<file path="src/hw/rtl/prrs_pkg.sv">
package prrs_pkg;

    // Default sizes of the thread and level tables.
    localparam int NUM_THREADS_DEF = 16;
    localparam int NUM_LEVELS_DEF  = 8;

    // Width of a level number as it travels between modules (covers 256 levels).
    localparam int LVL_MAX_W = 8;

    // Operation codes of an input beat.
    typedef enum logic [1:0] {
        FN_ACTIVATE = 2'd0,
        FN_SUSPEND  = 2'd1,
        FN_TICK     = 2'd2,
        FN_SETPRI   = 2'd3
    } func_t;

    // Status codes of a result beat.
    typedef enum logic [1:0] {
        ST_OK       = 2'd0,
        ST_DOUBLE   = 2'd1,
        ST_UNQUEUED = 2'd2
    } status_t;

    // Set or clear the occupancy bit of one level.
    typedef struct packed {
        logic                 en;
        logic [LVL_MAX_W-1:0] lvl;
        logic                 val;
    } lvl_upd_t;

    // Start a downward search below a level.
    typedef struct packed {
        logic                 start;
        logic [LVL_MAX_W-1:0] from;
    } scan_cmd_t;

    // Search result and summary occupancy.
    typedef struct packed {
        logic                 done;
        logic                 found;
        logic [LVL_MAX_W-1:0] lvl;
        logic                 any;
    } scan_res_t;

endpackage

</file>
<file path="src/hw/rtl/prrs_lvl_track.sv">
module prrs_lvl_track #(
    parameter int NUM_LEVELS = prrs_pkg::NUM_LEVELS_DEF,
    localparam int LW = $clog2(NUM_LEVELS)
) (
    input  logic                clk,
    input  logic                rst_n,
    input  prrs_pkg::lvl_upd_t  upd,
    input  prrs_pkg::scan_cmd_t scan,
    input  logic [LW-1:0]       q_lvl,
    output logic                q_bit,
    output prrs_pkg::scan_res_t scan_res
);
    import prrs_pkg::*;

    logic [NUM_LEVELS-1:0] nonempty_reg;
    logic                  busy_reg;
    logic [LW-1:0]         idx_reg;
    logic [LW-1:0]         idx_dec;
    logic                  hit;
    logic                  at_bottom;

    // One level below the search pointer is examined per cycle.
    assign idx_dec   = idx_reg - 1'b1;
    assign at_bottom = (idx_reg == '0);
    assign hit       = nonempty_reg[idx_dec];

    assign q_bit          = nonempty_reg[q_lvl];
    assign scan_res.done  = busy_reg && (at_bottom || hit);
    assign scan_res.found = busy_reg && !at_bottom && hit;
    assign scan_res.lvl   = LVL_MAX_W'(idx_dec);
    assign scan_res.any   = |nonempty_reg;

    // Occupancy bits and the search pointer.
    always_ff @(posedge clk or negedge rst_n)
    begin
        if (!rst_n)
        begin
            nonempty_reg <= '0;
            busy_reg     <= 1'b0;
            idx_reg      <= '0;
        end
        else
        begin
            if (upd.en)
            begin
                nonempty_reg[LW'(upd.lvl)] <= upd.val;
            end
            if (scan.start)
            begin
                busy_reg <= 1'b1;
                idx_reg  <= LW'(scan.from);
            end
            else if (scan_res.done)
            begin
                busy_reg <= 1'b0;
            end
            else if (busy_reg)
            begin
                idx_reg <= idx_dec;
            end
        end
    end

endmodule

</file>
<file path="src/hw/rtl/priority_round_robin_scheduler.sv">
// Channel  Direction  Handshake             Fields
// in       to block   in_valid / in_stall   func, thread_id, new_priority
// out      from block out_valid / out_stall current_thread, current_level, is_idle, status
//
// One operation is worked at a time; in_stall is high until its result is registered.
// Error beats and ticks while idle only fetch the result; a timer tick also rotates the head,
// and activate, suspend and set priority (of a queued thread) work in link memory
// read-modify-write steps. Emptying the served level adds a downward search for the next
// occupied level. Reset clears control state and occupancy bits at once.
// The output register holds a stalled result while the next beat is accepted and worked.
module priority_round_robin_scheduler #(
    parameter int NUM_THREADS = prrs_pkg::NUM_THREADS_DEF,
    parameter int NUM_LEVELS  = prrs_pkg::NUM_LEVELS_DEF,
    localparam int TW = $clog2(NUM_THREADS),
    localparam int LW = $clog2(NUM_LEVELS)
) (
    input  logic          clk,
    input  logic          rst_n,
    input  logic          in_valid,
    output logic          in_stall,
    input  logic [1:0]    func,
    input  logic [TW-1:0] thread_id,
    input  logic [LW-1:0] new_priority,
    output logic          out_valid,
    input  logic          out_stall,
    output logic [TW-1:0] current_thread,
    output logic [LW-1:0] current_level,
    output logic          is_idle,
    output logic [1:0]    status
);
    import prrs_pkg::*;

    typedef enum logic [4:0] {
        S_IDLE,
        S_DECODE,
        S_TICK_WR,
        S_LO_START,
        S_LO_HEAD,
        S_LO_RDN,
        S_LO_WRN,
        S_LO_SCAN,
        S_LO_DONE,
        S_LI_START,
        S_LI_RDH,
        S_LI_RDHW,
        S_LI_RDTW,
        S_LI_WRH,
        S_LI_WRT,
        S_LI_DONE,
        S_FIN,
        S_OUT
    } state_t;

    // One entry of the thread memory: level and ring links.
    typedef struct packed {
        logic [LW-1:0] lvl;
        logic [TW-1:0] nxt;
        logic [TW-1:0] prv;
    } tword_t;

    state_t           state_reg, state_next;
    func_t            func_reg, func_next;
    status_t          status_reg, status_next;
    logic [TW-1:0]    tid_reg, tid_next;
    logic [LW-1:0]    np_reg, np_next;
    logic [LW-1:0]    lv_reg, lv_next;
    logic [TW-1:0]    n_reg, n_next;
    logic [TW-1:0]    p_reg, p_next;
    logic [TW-1:0]    h_reg, h_next;
    logic [TW-1:0]    tail_reg, tail_next;
    tword_t           hw_reg, hw_next;
    logic [LW-1:0]    serving_reg, serving_next;
    logic             idle_reg, idle_next;
    logic [NUM_THREADS-1:0] queued_reg, queued_next;
    logic [NUM_THREADS-1:0] lvl_valid_reg, lvl_valid_next;
    logic             out_valid_reg, out_valid_next;
    logic [TW-1:0]    cur_thread_reg, cur_thread_next;
    logic [LW-1:0]    cur_level_reg, cur_level_next;
    logic             is_idle_reg, is_idle_next;
    status_t          status_out_reg, status_out_next;

    // Thread memory and level head memory.
    tword_t           thread_mem [NUM_THREADS];
    logic [TW-1:0]    head_mem [NUM_LEVELS];
    tword_t           tm_rdata_reg;
    logic [TW-1:0]    hm_rdata_reg;
    logic [TW-1:0]    tm_ra, tm_wa;
    logic             tm_we;
    tword_t           tm_wd;
    logic [LW-1:0]    hm_ra, hm_wa;
    logic             hm_we;
    logic [TW-1:0]    hm_wd;

    lvl_upd_t         upd;
    scan_cmd_t        scan;
    scan_res_t        scan_res;
    logic [LW-1:0]    q_lvl;
    logic             q_bit;

    logic [LW-1:0]    np_sat;
    logic             tid_ok;
    logic [LW-1:0]    t_lvl;
    logic             same_ht;

    prrs_lvl_track #(
        .NUM_LEVELS(NUM_LEVELS)
    ) u_lvl_track (
        .clk     (clk),
        .rst_n   (rst_n),
        .upd     (upd),
        .scan    (scan),
        .q_lvl   (q_lvl),
        .q_bit   (q_bit),
        .scan_res(scan_res)
    );

    // Saturate the requested level, check the thread number.
    assign np_sat = ((LW + 1)'(new_priority) >= (LW + 1)'(NUM_LEVELS)) ?
                    LW'(NUM_LEVELS - 1) : new_priority;
    assign tid_ok = ((TW + 1)'(tid_reg) < (TW + 1)'(NUM_THREADS));

    // Level of the addressed thread; a level never written reads as zero.
    assign t_lvl   = lvl_valid_reg[tid_reg] ? tm_rdata_reg.lvl : '0;
    assign same_ht = (tail_reg == h_reg);

    assign in_stall       = (state_reg != S_IDLE);
    assign out_valid      = out_valid_reg;
    assign current_thread = cur_thread_reg;
    assign current_level  = cur_level_reg;
    assign is_idle        = is_idle_reg;
    assign status         = status_out_reg;

    // Memories: one write and one registered read per cycle each.
    always_ff @(posedge clk)
    begin
        if (tm_we)
        begin
            thread_mem[tm_wa] <= tm_wd;
        end
        tm_rdata_reg <= thread_mem[tm_ra];
    end

    always_ff @(posedge clk)
    begin
        if (hm_we)
        begin
            head_mem[hm_wa] <= hm_wd;
        end
        hm_rdata_reg <= head_mem[hm_ra];
    end

    // Operation sequencer.
    always_comb
    begin
        state_next      = state_reg;
        func_next       = func_reg;
        status_next     = status_reg;
        tid_next        = tid_reg;
        np_next         = np_reg;
        lv_next         = lv_reg;
        n_next          = n_reg;
        p_next          = p_reg;
        h_next          = h_reg;
        tail_next       = tail_reg;
        hw_next         = hw_reg;
        serving_next    = serving_reg;
        idle_next       = idle_reg;
        queued_next     = queued_reg;
        lvl_valid_next  = lvl_valid_reg;
        out_valid_next  = out_valid_reg;
        cur_thread_next = cur_thread_reg;
        cur_level_next  = cur_level_reg;
        is_idle_next    = is_idle_reg;
        status_out_next = status_out_reg;

        tm_ra = tid_reg;
        tm_we = 1'b0;
        tm_wa = tid_reg;
        tm_wd = '0;
        hm_ra = serving_reg;
        hm_we = 1'b0;
        hm_wa = lv_reg;
        hm_wd = '0;
        upd   = '0;
        scan  = '0;
        q_lvl = lv_reg;

        // A result beat leaves the output register.
        if (out_valid_reg && !out_stall)
        begin
            out_valid_next = 1'b0;
        end

        unique case (state_reg)
            S_IDLE:
            begin
                tm_ra = thread_id;
                if (in_valid)
                begin
                    func_next   = func_t'(func);
                    tid_next    = thread_id;
                    np_next     = np_sat;
                    status_next = ST_OK;
                    state_next  = S_DECODE;
                end
            end

            S_DECODE:
            begin
                n_next  = tm_rdata_reg.nxt;
                p_next  = tm_rdata_reg.prv;
                lv_next = t_lvl;
                if (func_reg == FN_TICK)
                begin
                    if (idle_reg)
                    begin
                        state_next = S_FIN;
                    end
                    else
                    begin
                        tm_ra      = hm_rdata_reg;
                        state_next = S_TICK_WR;
                    end
                end
                else if (!tid_ok)
                begin
                    state_next = S_FIN;
                end
                else
                begin
                    unique case (func_reg)
                        FN_ACTIVATE:
                        begin
                            if (queued_reg[tid_reg])
                            begin
                                status_next = ST_DOUBLE;
                                state_next  = S_FIN;
                            end
                            else
                            begin
                                state_next = S_LI_START;
                            end
                        end
                        FN_SUSPEND:
                        begin
                            if (!queued_reg[tid_reg])
                            begin
                                status_next = ST_UNQUEUED;
                                state_next  = S_FIN;
                            end
                            else
                            begin
                                state_next = S_LO_START;
                            end
                        end
                        FN_SETPRI:
                        begin
                            if (queued_reg[tid_reg])
                            begin
                                state_next = S_LO_START;
                            end
                            else
                            begin
                                tm_we                   = 1'b1;
                                tm_wa                   = tid_reg;
                                tm_wd                   = '{lvl: np_reg,
                                                            nxt: tm_rdata_reg.nxt,
                                                            prv: tm_rdata_reg.prv};
                                lvl_valid_next[tid_reg] = 1'b1;
                                state_next              = S_FIN;
                            end
                        end
                        FN_TICK:
                        begin
                            state_next = S_FIN;
                        end
                    endcase
                end
            end

            // Rotate the served level's head one step.
            S_TICK_WR:
            begin
                hm_we      = 1'b1;
                hm_wa      = serving_reg;
                hm_wd      = tm_rdata_reg.nxt;
                state_next = S_FIN;
            end

            // Unlink: a lone thread empties its level, otherwise fix the ring.
            S_LO_START:
            begin
                queued_next[tid_reg] = 1'b0;
                tm_ra                = p_reg;
                hm_ra                = lv_reg;
                if (n_reg == tid_reg)
                begin
                    upd.en  = 1'b1;
                    upd.lvl = LVL_MAX_W'(lv_reg);
                    upd.val = 1'b0;
                    if ((lv_reg == serving_reg) && !idle_reg)
                    begin
                        scan.start = 1'b1;
                        scan.from  = LVL_MAX_W'(serving_reg);
                        state_next = S_LO_SCAN;
                    end
                    else
                    begin
                        state_next = S_LO_DONE;
                    end
                end
                else
                begin
                    state_next = S_LO_HEAD;
                end
            end

            S_LO_HEAD:
            begin
                if (hm_rdata_reg == tid_reg)
                begin
                    hm_we = 1'b1;
                    hm_wa = lv_reg;
                    hm_wd = n_reg;
                end
                tm_we      = 1'b1;
                tm_wa      = p_reg;
                tm_wd      = '{lvl: tm_rdata_reg.lvl, nxt: n_reg, prv: tm_rdata_reg.prv};
                state_next = S_LO_RDN;
            end

            // Read the successor only after the predecessor write has landed.
            S_LO_RDN:
            begin
                tm_ra      = n_reg;
                state_next = S_LO_WRN;
            end

            S_LO_WRN:
            begin
                tm_we      = 1'b1;
                tm_wa      = n_reg;
                tm_wd      = '{lvl: tm_rdata_reg.lvl, nxt: tm_rdata_reg.nxt, prv: p_reg};
                state_next = S_LO_DONE;
            end

            S_LO_SCAN:
            begin
                if (scan_res.done)
                begin
                    if (scan_res.found)
                    begin
                        serving_next = LW'(scan_res.lvl);
                    end
                    else
                    begin
                        idle_next = 1'b1;
                    end
                    state_next = S_LO_DONE;
                end
            end

            S_LO_DONE:
            begin
                if (func_reg == FN_SETPRI)
                begin
                    lv_next    = np_reg;
                    state_next = S_LI_START;
                end
                else
                begin
                    state_next = S_FIN;
                end
            end

            // Link in at the tail; an empty level gets a ring of one.
            S_LI_START:
            begin
                hm_ra = lv_reg;
                if (!q_bit)
                begin
                    tm_we      = 1'b1;
                    tm_wa      = tid_reg;
                    tm_wd      = '{lvl: lv_reg, nxt: tid_reg, prv: tid_reg};
                    hm_we      = 1'b1;
                    hm_wa      = lv_reg;
                    hm_wd      = tid_reg;
                    upd.en     = 1'b1;
                    upd.lvl    = LVL_MAX_W'(lv_reg);
                    upd.val    = 1'b1;
                    state_next = S_LI_DONE;
                end
                else
                begin
                    state_next = S_LI_RDH;
                end
            end

            S_LI_RDH:
            begin
                h_next     = hm_rdata_reg;
                tm_ra      = hm_rdata_reg;
                state_next = S_LI_RDHW;
            end

            S_LI_RDHW:
            begin
                hw_next    = tm_rdata_reg;
                tail_next  = tm_rdata_reg.prv;
                tm_ra      = tm_rdata_reg.prv;
                state_next = S_LI_RDTW;
            end

            // Tail points forward to the new thread.
            S_LI_RDTW:
            begin
                tm_we      = 1'b1;
                tm_wa      = tail_reg;
                tm_wd      = '{lvl: tm_rdata_reg.lvl, nxt: tid_reg,
                               prv: same_ht ? tid_reg : tm_rdata_reg.prv};
                state_next = S_LI_WRH;
            end

            // Head points back to the new thread.
            S_LI_WRH:
            begin
                tm_we      = 1'b1;
                tm_wa      = h_reg;
                tm_wd      = '{lvl: hw_reg.lvl, nxt: same_ht ? tid_reg : hw_reg.nxt,
                               prv: tid_reg};
                state_next = S_LI_WRT;
            end

            S_LI_WRT:
            begin
                tm_we      = 1'b1;
                tm_wa      = tid_reg;
                tm_wd      = '{lvl: lv_reg, nxt: h_reg, prv: tail_reg};
                state_next = S_LI_DONE;
            end

            S_LI_DONE:
            begin
                queued_next[tid_reg]    = 1'b1;
                lvl_valid_next[tid_reg] = 1'b1;
                if (idle_reg || (lv_reg > serving_reg))
                begin
                    serving_next = lv_reg;
                end
                idle_next  = 1'b0;
                state_next = S_FIN;
            end

            // Fetch the served level's head for the result.
            S_FIN:
            begin
                state_next = S_OUT;
            end

            S_OUT:
            begin
                if (!out_valid_reg || !out_stall)
                begin
                    out_valid_next  = 1'b1;
                    cur_thread_next = idle_reg ? '0 : hm_rdata_reg;
                    cur_level_next  = serving_reg;
                    is_idle_next    = idle_reg;
                    status_out_next = status_reg;
                    state_next      = S_IDLE;
                end
            end
        endcase
    end

    // State and registered outputs.
    always_ff @(posedge clk or negedge rst_n)
    begin
        if (!rst_n)
        begin
            state_reg      <= S_IDLE;
            func_reg       <= FN_ACTIVATE;
            status_reg     <= ST_OK;
            tid_reg        <= '0;
            np_reg         <= '0;
            lv_reg         <= '0;
            n_reg          <= '0;
            p_reg          <= '0;
            h_reg          <= '0;
            tail_reg       <= '0;
            hw_reg         <= '0;
            serving_reg    <= '0;
            idle_reg       <= 1'b1;
            queued_reg     <= '0;
            lvl_valid_reg  <= '0;
            out_valid_reg  <= 1'b0;
            cur_thread_reg <= '0;
            cur_level_reg  <= '0;
            is_idle_reg    <= 1'b0;
            status_out_reg <= ST_OK;
        end
        else
        begin
            state_reg      <= state_next;
            func_reg       <= func_next;
            status_reg     <= status_next;
            tid_reg        <= tid_next;
            np_reg         <= np_next;
            lv_reg         <= lv_next;
            n_reg          <= n_next;
            p_reg          <= p_next;
            h_reg          <= h_next;
            tail_reg       <= tail_next;
            hw_reg         <= hw_next;
            serving_reg    <= serving_next;
            idle_reg       <= idle_next;
            queued_reg     <= queued_next;
            lvl_valid_reg  <= lvl_valid_next;
            out_valid_reg  <= out_valid_next;
            cur_thread_reg <= cur_thread_next;
            cur_level_reg  <= cur_level_next;
            is_idle_reg    <= is_idle_next;
            status_out_reg <= status_out_next;
        end
    end

`ifndef SYNTHESIS
    // An idle result never names a thread.
    a_idle_no_thread: assert property (@(posedge clk) disable iff (!rst_n)
        out_valid && is_idle |-> current_thread == '0)
        else $error("idle result carries a thread");

    // Between operations, idle means every level is empty.
    a_idle_empty: assert property (@(posedge clk) disable iff (!rst_n)
        (state_reg == S_IDLE) && idle_reg |-> !scan_res.any)
        else $error("idle while a level is occupied");

    // The level search only finishes while the sequencer waits for it.
    a_scan_owner: assert property (@(posedge clk) disable iff (!rst_n)
        scan_res.done |-> state_reg == S_LO_SCAN)
        else $error("level search finished outside its wait state");
`endif

endmodule

</file>
<file path="config.mk">
export PLATFORM = sky130hd
export DESIGN_NAME = priority_round_robin_scheduler
export DESIGN_NICKNAME = d
export VERILOG_FILES = /design/src/hw/rtl/prrs_pkg.sv /design/src/hw/rtl/prrs_lvl_track.sv /design/src/hw/rtl/priority_round_robin_scheduler.sv
export SDC_FILE = /design/constraint.sdc
export NUM_CORES = 1
export LEC_CHECK = 0
export BUFFER_PORTS_ARGS = -buffer_cell sky130_fd_sc_hd__buf_2
export CAP_MARGIN = 25
export CORE_UTILIZATION = 26
export DETAILED_ROUTE_END_ITERATION = 7
export GPL_TIMING_DRIVEN = 0
export SKIP_CTS_REPAIR_TIMING = 1
export SLEW_MARGIN = 5
export SYNTH_ARGS = -nofsm -noshare
export SYNTH_HDL_FRONTEND = slang
export SYNTH_SLANG_ARGS = --single-unit
</file>
<file path="constraint.sdc">
create_clock -name clk -period 3.3 [get_ports clk]
set_input_delay 0.165 -clock clk [delete_from_list [all_inputs] [get_ports clk]]
set_output_delay 0.165 -clock clk [all_outputs]
set_load 0.03 [all_outputs]
</file>
; Word level (Yosys, flattened, before mapping)
; Memories as Yosys holds them, arrays and structs flattened. A register that Yosys moved wholly into a read port is not among the register bits.
; Index checks and enable logic that the tools add are counted.
[op_classes]
n_addsub = 1
magnitude_cmp = 7
eq_ne = 38
n_mux = 89
bitwise_logic = 4
reduce_logical = 38
[op_table]
columns = operator, n
row1 = $pmux W5 S17, 1
row2 = $pmux W11 S7, 1
row3 = $pmux W16 S2, 2
row4 = $mux W16, 3
row5 = $mux W5, 9
row6 = $mux W11, 4
row7 = $eq A5 B4 Y1 const B, 8
row8 = $mux W3, 11
row9 = $mux W4, 8
row10 = $or A16 B16 Y16, 2
row11 = $mux W9, 3
row12 = $pmux W4 S6, 1
row13 = $mux W1, 22
row14 = $ne A2 B2 Y1 const B, 11
row15 = $eq A5 B3 Y1 const B, 4
row16 = $mux W10, 2
row17 = $pmux W10 S2, 1
row18 = $and A16 B16 Y16, 1
row19 = $not A16 Y16, 1
row20 = $pmux W4 S4, 1
row21 = $reduce_bool A2 Y1, 7
row22 = $eq A4 B4 Y1, 3
row23 = $lt A3 B4 Y1 const B, 3
row24 = $pmux W3 S2, 2
row25 = 37 further kinds, 66
[word_totals]
regBits = 101
ramBits = 208
input_bits = 13
output_inout_bits = 12
elab_cells = 203
mem_count = 2
[mem_list]
columns = name, words, width, rd, rd_ports_with_merged_regs, write_ports, line_no
row1 = thread_mem, 16, 11, 1, 1, 1, priority_round_robin_scheduler.sv:83  ; tword_t thread_mem [NUM_THREADS];
row2 = head_mem, 8, 4, 1, 1, 1, priority_round_robin_scheduler.sv:84  ; logic [TW-1:0] head_mem [NUM_LEVELS];

; Depth between registers and ports, before layout
; Gate-level depths: netlist (run 1).
[depth]
depth_word = 9
depth_mapped = 12
ltp_nobuf = 9

; Cells and area by module
; A second synthesis (run 1) with hierarchy kept.
[hier_totals]
hier_cells = 1092
area_unflattened_um2 = 14666.6
[modules_own_cells]
columns = module, n_inst, cells_per_inst, area_each_um2, seq_area_each_um2
row1 = priority_round_robin_scheduler, 1, 1020, 13874.6, 8774.7
row2 = prrs_lvl_track, 1, 72, 792.0, 300.3

; Worst setup path after synthesis (run 1)
; Ideal clock, no wire load.
[synth_timing]
kind = reg-to-reg
start = reg tid_reg[0]
end = mem thread_mem[11][0] (netlist bit), enable pin
setup_time_ps = 378
t_arrival_ps = 2949
t_required_ps = 2922
slack_ps = -28
path_stages_with_launch = 8
path_buffers = 1
synth_period_minus_slack_ps = 3328
cell_sequence = dfrtp_1 > buf_2 > mux4_2 > mux4_2 > nor3_2 > a211o_1 > or3b_1 > nor2_1
[synth_between]
elab_chain_len = 8
word_cells_on_any_way = 9
classes_between = mux (9)
[synth_lines]
columns = item, line_no
row1 = "start, declared", priority_round_robin_scheduler.sv:64  ; logic [TW-1:0] tid_reg, tid_next;
row2 = "start signal, assigned", priority_round_robin_scheduler.sv:506  ; tid_reg <= tid_next;
row3 = $bmux W1 S4, priority_round_robin_scheduler.sv:258  ; if (queued_reg[tid_reg])
row4 = $mux W1 (not written as such), priority_round_robin_scheduler.sv:258
row5 = $mux W1, priority_round_robin_scheduler.sv:258
row6 = $mux W1, priority_round_robin_scheduler.sv:231  ; unique case (func_reg)
row7 = $mux W1, priority_round_robin_scheduler.sv:213  ; if (func_reg == FN_TICK)
row8 = $pmux W1 S3, priority_round_robin_scheduler.sv:194  ; unique case (state_reg)
row9 = $mux W1, priority_round_robin_scheduler.sv:136  ; if (tm_we)
row10 = $mux W1 (not written as such), priority_round_robin_scheduler.sv:138  ; thread_mem[tm_wa] <= tm_wd;
row11 = "end, declared", priority_round_robin_scheduler.sv:83
; Parallel ways exist; a longest one is shown, timed or not. The select of a mux whose other input is x is not followed.

; Final worst setup path (run 1)
[layout_timing]
start = reg tid_reg[0]
end = mem thread_mem[15][8] (netlist bit), enable pin
; The elaborated chain is that of the path after synthesis.

==> metrics.txt, run 1 <==
Clock Root Buffer clkbuf_16; Final Power between 0.015 and 0.02 W; CTS max path bufs 3; clock sinks between 300 and 400; DRT antenna net count 0; Comb power frac about 44%; fin crit period 3.27 ns; crit path DAT 3.54 ns; clock power share between 20% and 30%; fmax 0.306 GHz; grt ovf 0; Worst Max-Slew Pin Slew 1.03 ns; Pins Over Slew Limit 0; status completed; Yosys top cell area share 43.7%; CP Data Required Time 3.57 ns; DR vias/cell 5.06; crit-path max FO 7; fraction of registers with async set/reset 31.2%; Die H ~240 um; Post-synth top cells edfxtp_1, nand2_1, dfrtp_1; Int Power ~0.011 W; sequential-to-total area share from yosys stat between 60% and 70%; # IOs 25; Post-Syn Area 14300 um^2; RSZ-0062 raised after global routing true; fin area 17200 um^2; type of origin of the critical path flip-flop; CP Launch Point tid_reg[0]; Top FF cell, synth edfxtp_1; CTS tree built; Sw Share 39.9%; PortBufs 24; # rows 85; Remaining DRCs 0; Yosys top cell by area edfxtp_1; Area contributors post-synth edfxtp_1, dfrtp_1, mux2i_1; P_sw about 0.0073 W; Slew HR 30.9%; top-count cell post-synth edfxtp_1; detailed placer's ending HPWL roughly 26000 um; number of synthesis warnings 0; worst reg2reg path startpoint tid_reg[0]; CTS Buf Count 37; Worst-path clk slew 0.06 ns; post-DR wirelength/cell 19.8 um; Post-Route Skew approximately 0.032 ns; Area growth syn-to-layout 20.0%; count of different cell masters after synthesis 66; first-pass GRT wire length roughly 57000 um; 1st-iter DRT viols 800; final antenna diode count 0; Starting Density 26.4%; crit path kind flip-flop to flip-flop; WHS 0.0417 ns; max reg flops 176; final layout net count 1199; H-tree Lvls 2; Pwr Density 1060 nW/um^2; Crit. End Element flip-flop; die area 56000 um^2; Max Cap Viol 0; vias in the first global route 9445; maximum vdd drop 0.452 mV; Placed Area 15400 um^2; layout cell share with drive strength beyond 1 20.7%; Yosys reg bits 324; Core Region 54100 um^2; first drt pass iteration count 7; sequential share of power about a third; largest net degree at the start of global routing 60; clk_lat worst skew 0.56 ns; Hold Crit Class primary input to flip-flop; GRT Total Usage 13.2%; period utilisation layout 99.0%; GPL Wtd Cong ~0.9; syn avg cell area approximately 13 um^2; Post-synth EDFFs 208; die width 237 um; initial antenna violation count 0; final setup violation count 0; DR vias 9631; Fin. Hold Viols 0; Synth Instances 1082; hold_sp in_valid; Total Routed Length 37600 um; leakage power 6.57 nW; utilization after layout 31.7%; Synth Net Count 1102
==> logic make-up (layout without fill, tap and decap cells) <==
| kind of cell | count (synthesis) | after routing | share of synthesized area, % |
|---|---|---|---|
| adder cells (fa/ha/maj) | 7 | 7 | 0.612 |
| AND/OR/NAND/NOR | 297 | 297 | 10.0 |
| flip-flops | 324 | 324 | 63.4 |
| multiplexers | 146 | 146 | 12.4 |
| buffers and inverters | 80 | 204 | 2.68 |
| XOR/XNOR | 15 | 15 | 0.918 |
| AO/OA/AOI/OAI | 213 | 213 | 9.93 |
==> per-layer routing <==
layer | GRT usage (%) | vias up | wire (um)
met5 | 0 | - | 0
met4 | 4.13 | 0 | 861
met3 | 2.70 | 59 | 2730
met2 | 21.4 | 381 | 17800
met1 | 17.8 | 4888 | 16200
li1 | - | 4303 | -
==> power groups by stage <==
stage | Clock, W | Sequential (W) | Combinational [W]
after floorplan | 0 | 0.00598 | 0.00494
after global routing | 0.00427 | 0.00617 | 0.00855
after global placement | 0 | 0.00610 | 0.00728
after CTS | 0.00410 | 0.00605 | 0.00741
final | 0.00403 | 0.00610 | 0.00804
after detailed placement | 0 | 0.00612 | 0.00738
==> layout make-up <==
type / instances / area [um^2]
multi-input combinational: 678 / 5120
sequential: 324 / 9080
buffer: 56 / 328
timing repair buffer: 61 / 488
inverter: 21 / 78.8
clock inverter: 18 / 226
clock buffer: 48 / 977
fill: 5306 / 37000
tap: 696 / 871
==> per-stage QoR <==
stage          setup TNS, ns  setup WS [ns]  std cells
2_1_floorplan         -0.915        -0.0275       1082
3_3_place_gp         -253.21          -1.09       1802
3_5_place_dp         -246.26          -1.08       1808
4_1_cts              -255.84          -1.10       1874
5_1_grt                -1.88        -0.0693       1902
6_report                   0         0.0314       1902
==> worst max-delay path, stage by stage (launching register included) <==
cell and delay (ns):
dfrtp_1 0.33, buf_4 0.16, mux4_2 0.52, mux4_2 0.55
nor3_4 0.23, a211o_1 0.27, or3b_4 0.47, buf_4 0.17
nor2_4 0.13, buf_6 0.15
==> layout by cell type (no fill, tap or decap), types with 7 or more instances in the layout <==
cell / netlist / final
xor2_1: 8 / 8
edfxtp_1: 208 / 208
dfrtp_1: 100 / 98
o21bai_1: 17 / 17
xnor2_1: 7 / 7
or3_1: 7 / 7
nor3_1: 11 / 7
nand3_1: 26 / 21
a31oi_1: 11 / 10
o21ai_0: 67 / 67
ha_1: 7 / 7
dfxtp_1: 15 / 15
buf_2: 11 / 29
clkbuf_2: 1 / 10
nor2b_1: 13 / 12
clkbuf_16: 0 / 37
o22ai_1: 44 / 41
nand2b_1: 13 / 13
nor2_1: 66 / 49
a21oi_1: 15 / 15
mux2i_1: 94 / 93
nand2_1: 110 / 110
mux4_2: 22 / 22
nor2_4: 0 / 11
mux2_2: 30 / 30
nand3b_1: 7 / 7
or4_1: 12 / 8
buf_4: 4 / 24
dlygate4sd3_1: 0 / 11
inv_1: 21 / 21
clkbuf_1: 33 / 32
a222oi_1: 15 / 15
buf_6: 7 / 14
==> path summary, 6_finish.rpt <==
path	end	slack, ns	depth (start not counted)
worst max-delay path	thread_mem[15][8]	0.03	9
worst min-delay path	state_reg[0]	0.04	3
worst max register to register	thread_mem[15][8]	0.03	9
worst min register to register	lvl_valid_reg[1]	0.47	1
max in group asynchronous	lvl_valid_reg[11]	2.40	3
min in group asynchronous	u_lvl_track.busy_reg	0.17	2
(Power assumes the default switching activity.)
==> run 2, diff against run 1 <==
ABC_CLOCK_PERIOD_IN_PS = 3300   (was default)
CTS_BUF_LIST = sky130_fd_sc_hd__clkbuf_8   (was default)
==> run 2 against run 1 <==
  * The run now ends with design-rule violations left
  * Worst setup slack better by 0.0074 ns
  * Via count rose by 1.2%
  * Critical path depth decreased by 1
  * Sequential power hardly changed
  * Sequential cell count is the same
  * Die area unchanged
  * Sequential share of layout area up 0.48 points
  * Utilization fell by 0.29 points
  * Clock skew shrank 0.0091 ns
  * First-iteration DRC count up 18%
  * Critical path type unchanged
  * Non-clock buffer count rose by 1
==> metrics.txt, run 2 (synthesis results as in run 1) <==
Clock Root Buffer clkbuf_8; Bufs and invs on worst path 2; largest net degree at the start of global routing 60; Area growth syn-to-layout 18.9%; CTS Buf Count 53; crit path kind flip-flop to flip-flop; final worst-path setup slack 0.0388 ns; fin crit period 3.26 ns; CTS tree built; Worst path slowest cell mux4_2; final layout net count 1216; initial antenna violation count 1; Max Cap Viol 0; Fin. Hold Viols 0; status finished with violations; Slew HR a little under a third; fmax ~0.31 GHz; Core Region 54100 um^2; # rows 85; Pwr Density 1030 nW/um^2; crit-path max FO 9; Worst Max-Slew Pin Slew 1.02 ns; Hold Crit Class primary input to async pin; CTS max path bufs 3; post-DR wirelength/cell roughly 20 um; R2R setup slack 0.04 ns; GRT Total Usage 13.5%; GPL Wtd Cong about 0.91; most frequent CP cell mux4_2; clk_lat worst skew 0.63 ns; DRT antenna net count 0; die area 56000 um^2; die width 237 um; DR vias 9742; leakage power 6.62 nW; Pins Over Slew Limit 0; CP Data Required Time 3.63 ns; Remaining DRCs 11; DR vias/cell 5.03; Worst-path clk slew 0.06 ns; final setup violation count 0; Largest stage delay, worst path 0.55 ns; Starting Density 26.4%; # IOs 25; cell chain of the critical path clkbuf_4 > mux4_2 > mux4_2 > nor3_4 > a211o_1 > or3b_4 > nor2_4 > buf_6; clock sinks 324; Total Routed Length 38000 um; period utilisation layout 98.8%; Post-Route Skew between 0.02 and 0.025 ns; violated checks design-rule violations; Die H 237 um; dpl ws -1.08 ns; type of origin of the critical path flip-flop; Crit. End Element flip-flop; utilization after layout between 30% and 40%; maximum vdd drop 0.386 mV; detailed placer's ending HPWL 25500 um; first drt pass iteration count 8; grt ovf 0; 1st-iter DRT viols 945; most frequent cells in the layout edfxtp_1, nand2_1, dfrtp_1; Setup TNS Final 0 ns; H-tree Lvls 2; max reg flops 176; commonest non-fill, non-tap cell in the layout edfxtp_1; PortBufs 24; vias in the first global route approximately 9600; Final Power ~0.017 W; layout cell share with drive strength beyond 1 20.8%; crit path DAT 3.59 ns; first-pass GRT wire length approximately 58000 um; crit-path leading delay family multiplexers
run 2: path summary, 6_finish.rpt:
check	start	end	cells after the start
max	tid_reg[0]	thread_mem[11][7]	8
min	rst_n	u_lvl_track.busy_reg	2
max reg2reg	tid_reg[0]	thread_mem[11][7]	8
min reg2reg	lvl_valid_reg[1]	lvl_valid_reg[1]	1
max in group asynchronous	rst_n	async pin	3
min in group clk	out_stall	out_valid	4
run 2: area by class of cell:
| type | instances | area, um^2 |
|---|---|---|
| antenna | 1 | 2.50 |
| timing repair buffer | 61 | 510 |
| tap | 696 | 871 |
| sequential | 324 | 9080 |
| clock buffer | 61 | 840 |
| multi-input combinational | 678 | 5120 |
| fill | 5321 | 37100 |
| clock inverter | 37 | 184 |
| buffer | 57 | 325 |
| inverter | 21 | 78.8 |
run 2: per-layer routing:
layer / GRT usage, % / part of all wire (%) / vias up
met1: 17.9 / 43 / 4954
met3: 3.36 / 7.6 / 59
met2: 21.5 / 47 / 383
met5: 0 / 0 / -
li1: - / - / 4346
met4: 4.33 / 2.0 / 0
run 2: metrics by stage:
stage	cell area, um^2	cells	hold WS, ns
2_1_floorplan	14300	1082	-0.131
3_3_place_gp	15300	1802	0.405
3_5_place_dp	15400	1808	0.205
4_1_cts	16400	1906	-0.471
5_1_grt	17000	1936	0.133
6_report	17000	1936	0.0928
run 2: power by group:
part           total, W  internal (W)  leakage [nW]  switching (W)
sequential      0.00610       0.00544          3.37       0.000656
combinational   0.00798       0.00305          2.62        0.00493
clock           0.00338       0.00177         0.634        0.00162
run 2: worst reg2reg max path, stage by stage, from the launching register on:
cell	delay [ns]
dfrtp_1	0.33
clkbuf_4	0.19
mux4_2	0.53
mux4_2	0.55
nor3_4	0.23
a211o_1	0.27
or3b_4	0.51
nor2_4	0.19
buf_6	0.18
==> run 3, diff against run 2 <==
ABC_AREA = 1   (was default)
==> run 3 against run 2 <==
  * The run now ends clean
  * Die area up 8.1%
  * Clock power about the same
  * Count of clock-buffer cells in the layout up 1
  * Sequential share of layout area down 3.2 points
  * Largest cell class unchanged
  * Highest routed layer unchanged
==> metrics.txt, run 3 <==
sequential share of power 31.8%; Int Power 0.00967 W; GPL Wtd Cong between 0.9 and 1; Comb power frac between 40% and 50%; most frequent cells in the layout nand2_1, inv_1, nand3_1; final setup violation count 0; clk_lat worst skew 0.64 ns; count of different cell masters after synthesis 46; die width between 200 and 250 um; sequential-to-total area share from yosys stat 58.6%; RSZ-0062 raised after global routing false; final antenna diode count 0; Non-Filler Instances roughly 2600; CTS max path bufs 3; Final Power 0.0182 W; crit path kind flip-flop to flip-flop; layout cell share with drive strength beyond 1 12.2%; CTS Buf Count between 50 and 60; vias in the first global route ~12000; Post-synth EDFFs 208; Fill cells 6132; Post-Syn Area 15500 um^2; PortBufs 24; commonest non-fill, non-tap cell in the layout nand2_1; Starting Density 26.3%; Area growth syn-to-layout 16.9%; syn avg cell area around 9.3 um^2; H-tree Lvls 2; post-DR wirelength/cell between 15 and 20 um; Die H 246 um; Post-Route Skew 0.0169 ns; DR vias/cell approximately 4.7; maximum vdd drop 0.475 mV; DRT antenna net count 0; grt ovf 0; Slew HR 42.3%; initial antenna violation count 0; detailed placer's ending HPWL 32500 um; Sw Share 46.9%; type of origin of the critical path flip-flop; Worst Max-Slew Pin Slew roughly 0.86 ns; Total Routed Length 45000 um; Yosys top cell area share 40.4%; Remaining DRCs 0; largest net degree at the start of global routing 54; first-pass GRT wire length 69400 um; Storage cell area just over 9000 um^2; Area contributors post-synth edfxtp_1, dfrtp_1, nand2_1; max reg flops approximately 180; final layout net count 1809; utilization after layout a little under a third; top-count cell post-synth nand2_1; # IOs 25; Crit. End Element flip-flop; CP Data Required Time 3.67 ns; Top FF cell, synth edfxtp_1; fin crit period a little over 3 ns; GRT Total Usage 14.9%; fmax 0.322 GHz; period utilisation layout a little over nine tenths; clock sinks between 300 and 400; crit-path max FO 10; dpl cells approximately 2500; Synth Net Count 1692; DR vias roughly 12000; Worst-path clk slew 0.06 ns; status completed; Post-synth top cells nand2_1, inv_1, nand3_1; crit path DAT 3.47 ns; first drt pass iteration count 6; clock power share a little under a fifth; CTS tree built; fraction of registers with async set/reset a little under a third; number of synthesis warnings 0; Pwr Density 1010 nW/um^2; Multi-input gate area 5100 um^2; Synth Instances 1672; Hold Crit Class primary input to async pin; 1st-iter DRT viols 1057; die area 60500 um^2; # rows 89; Yosys reg bits 324; Clock Root Buffer clkbuf_8; Pins Over Slew Limit 0; Core Region 58900 um^2; P_sw 0.00855 W; Fin. Hold Viols 0; Max Cap Viol 0; Yosys top cell by area edfxtp_1; leakage power 7.71 nW
## run 3: cell count changes after synthesis, moves of 18 or more
cell	change
buf_2	+21
inv_1	+228
mux2_2	-25
mux2i_1	-94
mux4_2	-22
nand2_1	+214
nand3_1	+209
nand3b_1	+26
nand4_1	+18
nor2_1	+28
o21ai_0	+58
o22ai_1	-30
## run 3: path summary, 6_finish.rpt
path / end / depth (start not counted) / slack (ns) / start
setup / recovery: thread_mem[0][7] / 14 / 0.20 / tid_reg[1]
hold / removal: status[1] / 2 / 0.10 / rst_n
setup reg to reg: thread_mem[0][7] / 14 / 0.20 / tid_reg[1]
hold reg to reg: lvl_valid_reg[8] / 2 / 0.46 / lvl_valid_reg[8]
max in group asynchronous: async pin / 3 / 2.50 / rst_n
min in group clk: out_valid / 4 / 0.30 / out_stall
## run 3: per-stage QoR
| stage | instance area, um^2 | setup slack [ns] | setup TNS, ns | hold slack, ns |
|---|---|---|---|---|
| after floorplan | 15500 | 0.799 | 0 | -0.131 |
| after CTS | 17800 | -0.376 | -9.35 | -0.435 |
| after global placement | 16600 | -1.37 | -109.55 | 0.406 |
| final | 18100 | 0.199 | 0 | 0.100 |
| after global routing | 18100 | 0.00373 | 0 | 0.174 |
| after detailed placement | 16700 | -0.380 | -9.13 | 0.249 |
## run 3: cell families after synthesis
| logic type | synth area share, % |
|---|---|
| AND/OR/NAND/NOR | 21.7 |
| multiplexers | 0.364 |
| adder cells (fa/ha/maj) | 0.566 |
| flip-flops | 58.6 |
| XOR/XNOR | 0.509 |
| AO/OA/AOI/OAI | 9.46 |
| buffers and inverters | 8.72 |
## run 3: layout make-up
cell class | instances | area share (%)
flip-flops and latches | 324 | 50.2
clock buffers | 62 | 4.72
inverters | 264 | 5.68
well taps | 773 | 5.35
repair inverters | 1 | 0.0415
repair buffers | 58 | 2.92
clock inverters | 42 | 0.968
multi-input cells | 1012 | 28.2
plain buffers | 72 | 2.01
## run 3: power by group through the flow
stage               logic [W]  registers [W]  clock network (W)
global placement      0.00858        0.00589                  0
detailed placement    0.00885        0.00587                  0
global route          0.00984        0.00586            0.00365
finish                0.00906        0.00580            0.00337
CTS                   0.00888        0.00580            0.00346
floorplan             0.00556        0.00581                  0
## run 3: critical path: stages, from the launching register on
cell      delay [ns]
dfrtp_1         0.32
clkbuf_4        0.25
inv_2           0.13
nor2_1          0.18
buf_2           0.26
a22oi_1         0.11
nand2_1         0.07
nand2_1         0.05
nand2_1         0.14
nor2_4          0.08
nand3_1         0.16
nand2_1         0.17
nand2_1         0.10
nand4_1         0.45
buf_8           0.35
## run 3: routing by layer
metal,global-route usage [%],share of wire (%),vias up
li1,-,-,5879
met1,19.9,45,5892
met2,24.0,46,413
met3,2.47,5.9,87
met4,5.74,3.2,0
met5,0,0,-
